`src/pgt_pkg.sv`:
```
// package for the pinch gesture tracker
// shared widths, event codes, queue entry and back-end state types
package pgt_pkg;

    localparam int CoordWidth = 16;
    localparam int IdWidth = 8;
    localparam int ScaleFracBits = 8;
    localparam int ScaleWidth = 16;
    localparam int DeltaWidth = CoordWidth + 1;
    localparam int SqWidth = 2 * DeltaWidth + 1;
    localparam int QuotWidth = 33;
    localparam int DivSteps = SqWidth + 2 * ScaleFracBits;
    localparam int DivCntWidth = $clog2(DivSteps + 1);
    localparam int RootSteps = 16;
    localparam int RootCntWidth = $clog2(RootSteps + 1);
    localparam logic [ScaleWidth-1:0] ScaleMax = '1;

    typedef enum logic [1:0] {
        MODE_MOVE   = 2'd0,
        MODE_END    = 2'd1,
        MODE_CANCEL = 2'd2,
        MODE_NONE   = 2'd3
    } t_mode;

    typedef enum logic [1:0] {
        JOB_SCALE = 2'd0,
        JOB_ENDED = 2'd1
    } t_job_kind;

    typedef struct packed {
        t_job_kind                     kind;
        logic signed [CoordWidth-1:0]  cx;
        logic signed [CoordWidth-1:0]  cy;
        logic        [SqWidth-1:0]     cur_sq;
        logic        [SqWidth-1:0]     last_sq;
    } t_job;

    typedef enum logic [1:0] {
        ST_IDLE = 2'd0,
        ST_DIV  = 2'd1,
        ST_ROOT = 2'd2,
        ST_OUT  = 2'd3
    } t_back_state;

endpackage

```
`src/pgt_front.sv`:
```
// front end: slot tracking, event classification, job issue
// depends on pgt_pkg
module pgt_front import pgt_pkg::*; (
    input  logic                         i_clk,
    input  logic                         i_rst_n,
    input  logic                         i_valid,
    output logic                         o_stall,
    input  logic [1:0]                   i_mode,
    input  logic [3:0]                   i_touch_count,
    input  logic [IdWidth-1:0]           i_first_id,
    input  logic signed [CoordWidth-1:0] i_first_x,
    input  logic signed [CoordWidth-1:0] i_first_y,
    input  logic [IdWidth-1:0]           i_second_id,
    input  logic signed [CoordWidth-1:0] i_second_x,
    input  logic signed [CoordWidth-1:0] i_second_y,
    output logic                         o_job_valid,
    input  logic                         i_job_full,
    output t_job                         o_job
);

    logic [1:0]                   r_valid;
    logic [IdWidth-1:0]           r_id [2];
    logic signed [CoordWidth-1:0] r_x [2];
    logic signed [CoordWidth-1:0] r_y [2];

    logic a_hit, b_hit, a_sel, b_sel, accept, end_hit;
    logic signed [DeltaWidth-1:0] ldx, ldy, cdx, cdy;
    logic [DeltaWidth-1:0] aldx, aldy, acdx, acdy;
    logic [2*DeltaWidth-1:0] plx, ply, pcx, pcy;
    logic [SqWidth-1:0] last_sq, cur_sq;
    logic signed [DeltaWidth-1:0] sx, sy;
    t_mode mode;

    function automatic logic [DeltaWidth-1:0] absv(input logic signed [DeltaWidth-1:0] v);
        absv = v[DeltaWidth-1] ? DeltaWidth'(-v) : DeltaWidth'(v);
    endfunction

    always_comb begin
        mode   = t_mode'(i_mode);
        o_stall = i_job_full;
        accept = i_valid && !i_job_full;
        a_sel  = !(r_valid[0] && r_id[0] == i_first_id);
        a_hit  = (r_valid[0] && r_id[0] == i_first_id) || (r_valid[1] && r_id[1] == i_first_id);
        b_sel  = !(r_valid[0] && r_id[0] == i_second_id);
        b_hit  = (r_valid[0] && r_id[0] == i_second_id) ||
                 (r_valid[1] && r_id[1] == i_second_id);
        end_hit = a_hit;
        ldx = DeltaWidth'(r_x[a_sel]) - DeltaWidth'(r_x[b_sel]);
        ldy = DeltaWidth'(r_y[a_sel]) - DeltaWidth'(r_y[b_sel]);
        cdx = DeltaWidth'(i_first_x) - DeltaWidth'(i_second_x);
        cdy = DeltaWidth'(i_first_y) - DeltaWidth'(i_second_y);
        aldx = absv(ldx);
        aldy = absv(ldy);
        acdx = absv(cdx);
        acdy = absv(cdy);
        plx = (2*DeltaWidth)'(aldx) * (2*DeltaWidth)'(aldx);
        ply = (2*DeltaWidth)'(aldy) * (2*DeltaWidth)'(aldy);
        pcx = (2*DeltaWidth)'(acdx) * (2*DeltaWidth)'(acdx);
        pcy = (2*DeltaWidth)'(acdy) * (2*DeltaWidth)'(acdy);
        last_sq = SqWidth'(plx) + SqWidth'(ply);
        cur_sq  = SqWidth'(pcx) + SqWidth'(pcy);
        sx = DeltaWidth'(i_first_x) + DeltaWidth'(i_second_x);
        sy = DeltaWidth'(i_first_y) + DeltaWidth'(i_second_y);
        o_job.cx = sx[DeltaWidth-1:1];
        o_job.cy = sy[DeltaWidth-1:1];
        o_job.cur_sq = cur_sq;
        o_job.last_sq = last_sq;
        o_job.kind = (mode == MODE_END) ? JOB_ENDED : JOB_SCALE;
        o_job_valid = 1'b0;
        if (accept) begin
            case (mode)
                MODE_MOVE: o_job_valid = (i_touch_count == 4'd2) && a_hit && b_hit &&
                                         last_sq != '0 && cur_sq != '0;
                MODE_END:  o_job_valid = end_hit;
                default:   o_job_valid = 1'b0;
            endcase
        end
    end

    always_ff @(posedge i_clk) begin
        if (!i_rst_n) begin
            r_valid <= '0;
        end else if (accept) begin
            case (mode)
                MODE_MOVE: begin
                    if (i_touch_count == 4'd2) begin
                        if (a_hit && b_hit && (last_sq == '0 || cur_sq == '0)) begin
                            r_valid <= '0;
                        end else begin
                            r_valid <= 2'b11;
                        end
                    end
                end
                MODE_END:    r_valid <= '0;
                MODE_CANCEL: r_valid <= '0;
                default:     r_valid <= r_valid;
            endcase
        end
    end

    always_ff @(posedge i_clk) begin
        if (accept && mode == MODE_MOVE && i_touch_count == 4'd2) begin
            r_id[0] <= i_first_id;
            r_x[0]  <= i_first_x;
            r_y[0]  <= i_first_y;
            r_id[1] <= i_second_id;
            r_x[1]  <= i_second_x;
            r_y[1]  <= i_second_y;
        end
    end

`ifndef ASSERT_OFF
    a_cancel_clears: assert property (@(posedge i_clk) disable iff (!i_rst_n)
        (accept && mode == MODE_CANCEL) |=> r_valid == '0)
        else $error("cancel did not clear slots");
    a_end_clears: assert property (@(posedge i_clk) disable iff (!i_rst_n)
        (accept && mode == MODE_END) |=> r_valid == '0)
        else $error("end did not clear slots");
    a_job_needs_accept: assert property (@(posedge i_clk) disable iff (!i_rst_n)
        o_job_valid |-> accept)
        else $error("job issued without item");
`endif

endmodule

```
`src/pgt_queue.sv`:
```
// two-entry job queue between front and back
// depends on pgt_pkg
module pgt_queue import pgt_pkg::*; (
    input  logic i_clk,
    input  logic i_rst_n,
    input  logic i_push,
    input  t_job i_data,
    output logic o_full,
    output logic o_nonempty,
    input  logic i_pop,
    output t_job o_data
);

    t_job       r_mem [2];
    logic       r_wp, r_rp;
    logic [1:0] r_cnt;
    logic       push, pop;

    assign push = i_push && r_cnt != 2'd2;
    assign pop  = i_pop && r_cnt != 2'd0;
    assign o_full = r_cnt == 2'd2;
    assign o_nonempty = r_cnt != 2'd0;
    assign o_data = r_mem[r_rp];

    always_ff @(posedge i_clk) begin
        if (!i_rst_n) begin
            r_wp <= 1'b0;
            r_rp <= 1'b0;
            r_cnt <= '0;
        end else begin
            if (push) r_wp <= !r_wp;
            if (pop) r_rp <= !r_rp;
            r_cnt <= r_cnt + 2'(push) - 2'(pop);
        end
    end

    always_ff @(posedge i_clk) begin
        if (push) r_mem[r_wp] <= i_data;
    end

`ifndef ASSERT_OFF
    a_no_overflow: assert property (@(posedge i_clk) disable iff (!i_rst_n)
        r_cnt != 2'd3) else $error("queue count out of range");
    a_no_drop: assert property (@(posedge i_clk) disable iff (!i_rst_n)
        i_push |-> !o_full) else $error("push into full queue");
    a_count: assert property (@(posedge i_clk) disable iff (!i_rst_n)
        (push && !pop) |=> r_cnt == $past(r_cnt) + 2'd1) else $error("count slip");
`endif

endmodule

```
`src/pgt_back.sv`:
```
// back end: restoring divide, integer square root, result register
// depends on pgt_pkg
module pgt_back import pgt_pkg::*; (
    input  logic                         i_clk,
    input  logic                         i_rst_n,
    input  logic                         i_job_valid,
    input  t_job                         i_job,
    output logic                         o_job_pop,
    output logic                         o_valid,
    input  logic                         i_stall,
    output logic                         o_gesture_phase,
    output logic signed [CoordWidth-1:0] o_center_x,
    output logic signed [CoordWidth-1:0] o_center_y,
    output logic [ScaleWidth-1:0]        o_scale
);

    t_back_state r_state, n_state;
    logic [DivCntWidth-1:0]  r_cnt;
    logic [RootCntWidth-1:0] r_rcnt;
    logic [SqWidth-1:0]      r_num, r_den;
    logic [SqWidth:0]        r_rem;
    logic [QuotWidth-1:0]    r_q;
    logic                    r_sat;
    logic [ScaleWidth-1:0]   r_root;
    logic                    r_phase;
    logic signed [CoordWidth-1:0] r_cx, r_cy;

    logic [SqWidth:0]       rem_sh;
    logic [QuotWidth:0]     q_sh;
    logic [ScaleWidth-1:0]  trial;
    logic [2*ScaleWidth-1:0] trial_sq;

    always_comb begin
        rem_sh = {r_rem[SqWidth-1:0], (r_cnt < DivCntWidth'(SqWidth)) ?
                  r_num[SqWidth-1] : 1'b0};
        q_sh = {r_q, 1'b0};
        trial = r_root | (ScaleWidth'(1) << (r_rcnt - RootCntWidth'(1)));
        trial_sq = (2*ScaleWidth)'(trial) * (2*ScaleWidth)'(trial);
    end

    always_comb begin
        n_state = r_state;
        o_job_pop = 1'b0;
        case (r_state)
            ST_IDLE: if (i_job_valid) begin
                o_job_pop = 1'b1;
                n_state = (i_job.kind == JOB_ENDED) ? ST_OUT : ST_DIV;
            end
            ST_DIV:  if (r_cnt == DivCntWidth'(DivSteps)) n_state = r_sat ? ST_OUT : ST_ROOT;
            ST_ROOT: if (r_rcnt == '0) n_state = ST_OUT;
            ST_OUT:  if (!i_stall) n_state = ST_IDLE;
            default: n_state = ST_IDLE;
        endcase
    end

    always_ff @(posedge i_clk) begin
        if (!i_rst_n) r_state <= ST_IDLE;
        else r_state <= n_state;
    end

    always_ff @(posedge i_clk) begin
        case (r_state)
            ST_IDLE: begin
                r_num <= i_job.cur_sq;
                r_den <= i_job.last_sq;
                r_rem <= '0;
                r_q <= '0;
                r_sat <= 1'b0;
                r_cnt <= '0;
                r_root <= '0;
                r_rcnt <= RootCntWidth'(RootSteps);
                r_cx <= i_job.cx;
                r_cy <= i_job.cy;
                r_phase <= (i_job.kind == JOB_ENDED);
            end
            ST_DIV: if (r_cnt != DivCntWidth'(DivSteps)) begin
                r_cnt <= r_cnt + DivCntWidth'(1);
                r_num <= {r_num[SqWidth-2:0], 1'b0};
                if (rem_sh >= {1'b0, r_den}) begin
                    r_rem <= rem_sh - {1'b0, r_den};
                    r_q <= q_sh[QuotWidth-1:0] | QuotWidth'(1);
                end else begin
                    r_rem <= rem_sh;
                    r_q <= q_sh[QuotWidth-1:0];
                end
                if (q_sh[QuotWidth] || r_q[QuotWidth-1]) r_sat <= 1'b1;
            end
            ST_ROOT: if (r_rcnt != '0) begin
                if (trial_sq <= r_q[2*ScaleWidth-1:0]) r_root <= trial;
                r_rcnt <= r_rcnt - RootCntWidth'(1);
            end
            default: ;
        endcase
    end

    assign o_valid = r_state == ST_OUT;
    assign o_gesture_phase = r_phase;
    assign o_center_x = r_phase ? '0 : r_cx;
    assign o_center_y = r_phase ? '0 : r_cy;
    assign o_scale = r_phase ? '0 : (r_sat || r_q[QuotWidth-1]) ? ScaleMax : r_root;

`ifndef ASSERT_OFF
    a_hold: assert property (@(posedge i_clk) disable iff (!i_rst_n)
        (o_valid && i_stall) |=> o_valid && $stable(o_scale))
        else $error("stalled result changed");
    a_pop_idle: assert property (@(posedge i_clk) disable iff (!i_rst_n)
        o_job_pop |-> r_state == ST_IDLE) else $error("pop while busy");
    a_end_zero: assert property (@(posedge i_clk) disable iff (!i_rst_n)
        (o_valid && o_gesture_phase) |-> o_scale == '0) else $error("end scale");
`endif

endmodule

```
`src/pinch_gesture_tracker_core.sv`:
```
// pinch gesture tracker top level: front, job queue, back
// depends on pgt_pkg, pgt_front, pgt_queue, pgt_back
//   channel | direction | handshake
//   event   | in        | i_valid / o_stall
//   gesture | out       | o_valid / i_stall
// an event is taken when i_valid is high and o_stall is low; slots are registered as it is taken
// a scale result goes from queue head through pop, divide, root and output; the root step is
// skipped when the divide saturates; an end result goes from pop straight to output
// two-entry queue lets events continue while the back end works; input stalls when it is full
// reset clears slots, queue and back end; no clearing pass
module pinch_gesture_tracker_core import pgt_pkg::*; (
    input  logic                         i_clk,
    input  logic                         i_rst_n,
    input  logic                         i_valid,
    output logic                         o_stall,
    input  logic [1:0]                   i_mode,
    input  logic [3:0]                   i_touch_count,
    input  logic [IdWidth-1:0]           i_first_id,
    input  logic signed [CoordWidth-1:0] i_first_x,
    input  logic signed [CoordWidth-1:0] i_first_y,
    input  logic [IdWidth-1:0]           i_second_id,
    input  logic signed [CoordWidth-1:0] i_second_x,
    input  logic signed [CoordWidth-1:0] i_second_y,
    output logic                         o_valid,
    input  logic                         i_stall,
    output logic                         o_gesture_phase,
    output logic signed [CoordWidth-1:0] o_center_x,
    output logic signed [CoordWidth-1:0] o_center_y,
    output logic [ScaleWidth-1:0]        o_scale
);

    logic job_push, job_full, job_nonempty, job_pop;
    t_job job_in, job_out;

    pgt_front u_front (
        .i_clk, .i_rst_n, .i_valid, .o_stall, .i_mode, .i_touch_count,
        .i_first_id, .i_first_x, .i_first_y, .i_second_id, .i_second_x, .i_second_y,
        .o_job_valid(job_push), .i_job_full(job_full), .o_job(job_in)
    );

    pgt_queue u_queue (
        .i_clk, .i_rst_n, .i_push(job_push), .i_data(job_in), .o_full(job_full),
        .o_nonempty(job_nonempty), .i_pop(job_pop), .o_data(job_out)
    );

    pgt_back u_back (
        .i_clk, .i_rst_n, .i_job_valid(job_nonempty), .i_job(job_out), .o_job_pop(job_pop),
        .o_valid, .i_stall, .o_gesture_phase, .o_center_x, .o_center_y, .o_scale
    );

endmodule
```
`config.mk`:
```
export PLATFORM = sky130hd
export DESIGN_NAME = pinch_gesture_tracker_core
export DESIGN_NICKNAME = d
export VERILOG_FILES = /design/src/pgt_pkg.sv /design/src/pgt_front.sv /design/src/pgt_queue.sv /design/src/pgt_back.sv /design/src/pinch_gesture_tracker_core.sv
export SDC_FILE = /design/constraint.sdc
export NUM_CORES = 2
export LEC_CHECK = 0
export CAP_MARGIN = 20
export CELL_PAD_IN_SITES_DETAIL_PLACEMENT = 2
export CELL_PAD_IN_SITES_GLOBAL_PLACEMENT = 2
export CORE_MARGIN = 2
export CORE_UTILIZATION = 45
export CTS_BUF_LIST = sky130_fd_sc_hd__clkbuf_8
export DETAILED_ROUTE_END_ITERATION = 10
export DONT_BUFFER_PORTS = 1
export HOLD_SLACK_MARGIN = 0.1
export PLACE_DENSITY = 0.92
export SLEW_MARGIN = 20
export SYNTH_ARGS = -nofsm -noshare
export SYNTH_HDL_FRONTEND = slang
export SYNTH_SLANG_ARGS = --single-unit
export TNS_END_PERCENT = 50
```
`constraint.sdc`:
```
create_clock -name i_clk -period 34.8 [get_ports i_clk]
set_clock_uncertainty 0.05 [all_clocks]
set_input_delay 10.44 -clock i_clk [delete_from_list [all_inputs] [get_ports i_clk]]
set_output_delay 10.44 -clock i_clk [all_outputs]
set_load 0.02 [all_outputs]
```
==> results.yml <==
clocking:
  clk_pin_slew_ps: 70
  root_buffer: "clkbuf_8"
  postCtsHoldBufs: 0
  cts_buffers: 92
  cts_tree: "yes"
  post_cts_buffers: 0
  htree_levels: 3
  clk_path_buf_depth: 3
  ctsResizeCount: 0
  clock-sinks: 493
  clkLatencyLatePin_ps: 860
worst_setup_path:
  worstSetupPathType: "primary input to flip-flop"
  required_ps: 35190
  arrival_ps: 27860
  cp_slowest_cell: "o311ai_0"
  end_kind: "flip-flop"
  cpLargestDelayFamily: "adder cells"
  crit_top_cell: "fa_1"
  critPathLaunchType: "primary input"
  critPathMaxFanout: 40
  cpPeakStageDelay_ps: 860
  critical_path_buf_inv_count: 11
grt:
  first_global_vias: 67500
  antenna_found_initial: 37
  use_met2_pct: 73.1
  grtUsageMet1_pct: 44.0
  grt_use_met3_pct: 18.0
  gr-total-overflow: 0
  grt_pass1_wl_um: 492000
  grt_max_degree: 84
  grt_usage_pct: 45.5
  top_usage_layer: "met2"
synthesis:
  synth_common_cells: "1571 x inv_1, 1070 x fa_1, 718 x nor2_1"
  netlist_instances: 6723
  synth.most_common_cell: "inv_1"
  seq_area_frac_synth_pct: 21.8
  synth-async-reset-ratio_pct: 0
  synthesis.area_um2: 67600
  avgSynthCellArea_um2: 10.0
  synth_edf_count: 485
  synth_seq_cells: 493
  synth_warnings: 0
  synth.area.top_cells: "fa_1 32%, edfxtp_1 22%, ha_1 12%, inv_1 8.7%, nor2_1 4.0%"
  synthFlopType: "edfxtp_1"
  synth_top_area_share_pct: 31.7
  synth_top_area_cell: "fa_1"
  synth_cell_types: 114
sta:
  fin_hold_ws_ps: 517
  rsz0062_at_grt: "false"
  period_share_pct: 78.9
  fmax_mhz: 36.4
  hold_violations: 0
  fin_crit_ps: 27470
  tightest_slew_ps: 1270
  setup-violations-final: 0
  slew_headroom_pct: 15.3
  drv_slew: 0
  setup_tns_ps: 0
min_path:
  hold_path.class: "flip-flop to flip-flop"
placement:
  place_congestion: 0.911
  hpwl_um: 231000
  port_buffers: 0
  dpl_cell_area_um2: 70400
routing:
  drc: 0
  vias: 57100
  drt_pass1_iterations: 6
  drtIter0Drc: 5615
  routedWlPerCell_um: 39.2
  ant_nets: 0
  wirelength_um: 349000
  viasPerCell: 6.41
die:
  ios: 141
  die_y_um: 391
  die_area_um2: 153000
  core_area_um2: 149000
  die_x_um: 391
  row_count: 142
  initial_core_util_pct: 45.2
run:
  maxCapViolations: 0
cells_and_area:
  drive_above_1_share_pct: 6.79
  syn_to_final_growth_pct: 7.05
  fin_nets: 8602
  fin_area_um2: 72300
  fill_cells: 15400
outcome:
  status: "completed"
==> path summary, 6_finish.rpt <==
check                                         from              endpoint  slack, ps  cells after the start
worst max-delay path                 i_first_id[6]  u_queue.r_mem[1][64]       7330                     48
worst min-delay path              u_back.r_num[27]      u_back.r_num[28]        520                      2
worst max register to register  u_front.r_id[0][6]  u_queue.r_mem[1][64]      16470                     48
worst min register to register    u_back.r_num[27]      u_back.r_num[28]        520                      2
==> routing by layer <==
layer / wire [µm] / vias to the layer above
met3: 36700 / 2351
met4: 41900 / 34
li1: - / 21300
met1: 108000 / 29100
met2: 162000 / 4311
met5: 754 / -
==> state kept, by name, indices dropped and copies added, names as in the netlist, 6 cells and up, named ones only <==
signal and count:
u_back.r_cy 16, u_front.r_id 16, u_front.r_x 32, u_front.r_y 32, u_back.r_root 16, u_back.r_cnt 6
u_back.r_q 33, u_back.r_cx 16, u_back.r_den 35, u_back.r_rem 35, u_back.r_num 35, u_queue.r_mem 206
==> layout by cell type, fill, tap and decap left out, types with 13 or more instances in the layout <==
cell      instances
o31ai_1          18
clkinv_2         14
a31o_2           14
xor2_1          119
xnor2_1         165
clkinv_1         42
nor2_1          714
or3_1            15
or2_2            49
clkbuf_8         92
o21ai_1          13
nand2_1         311
o21ai_0         145
conb_1           52
nand4_1          19
nand3_1          52
nor3_1           70
ha_1            651
mux2_2          100
and2_1           44
inv_1          1591
fa_1           1070
o211ai_1         26
nand2b_1         62
nor4_1           18
and3_1           19
nor2b_1          75
mux2i_1          94
o22ai_1          13
buf_4            87
diode_2          26
a21oi_1         181
a211oi_1         33
a31oi_1          27
a21o_1           80
o21a_1           37
edfxtp_1        485
o21bai_1         18
==> layout make-up <==
cell class / count / area, µm² / area share [%]
multi-input cells: 4519 / 46500 / 64.3
flip-flops and latches: 493 / 14700 / 20.4
inverters: 1593 / 5980 / 8.27
well taps: 2016 / 2520 / 3.49
clock buffers: 92 / 1270 / 1.75
repair buffers: 89 / 708 / 0.979
clock inverters: 75 / 529 / 0.732
diodes: 26 / 65.1 / 0.0900
==> per-stage QoR <==
stage | setup slack, ps | utilization (%) | std cells
after CTS | 7900 | 48.3 | 8875
after floorplan | 4580 | - | 6773
after detailed placement | 8090 | 47.1 | 8708
final | 7330 | 48.4 | 8903
after global routing | 7400 | 48.4 | 8888
after global placement | 9910 | 47.1 | 8708
==> logic make-up (layout without fill, tap and decap cells) <==
logic type / count (synthesis) / in the layout / synth area share [%]
buffers and inverters: 1761 / 1849 / 9.85
adders and majority gates: 1724 / 1724 / 43.8
and+or+nand+nor: 1521 / 1521 / 10.3
AOI/OAI and AO/OA: 734 / 734 / 7.31
DFF: 493 / 493 / 21.8
xor gates and xnor gates: 293 / 293 / 3.83
muxes: 195 / 195 / 3.07
other: 2 / 78 / 0.0111
==> worst min-delay path, cell delays in order (launching register included) <==
cell      delay [ps]
edfxtp_1         330
nand2_1           60
o21ai_0           90
Power is not shown: default switching activity piles up to over one toggle a cycle in this logic, so the estimate is an artifact.
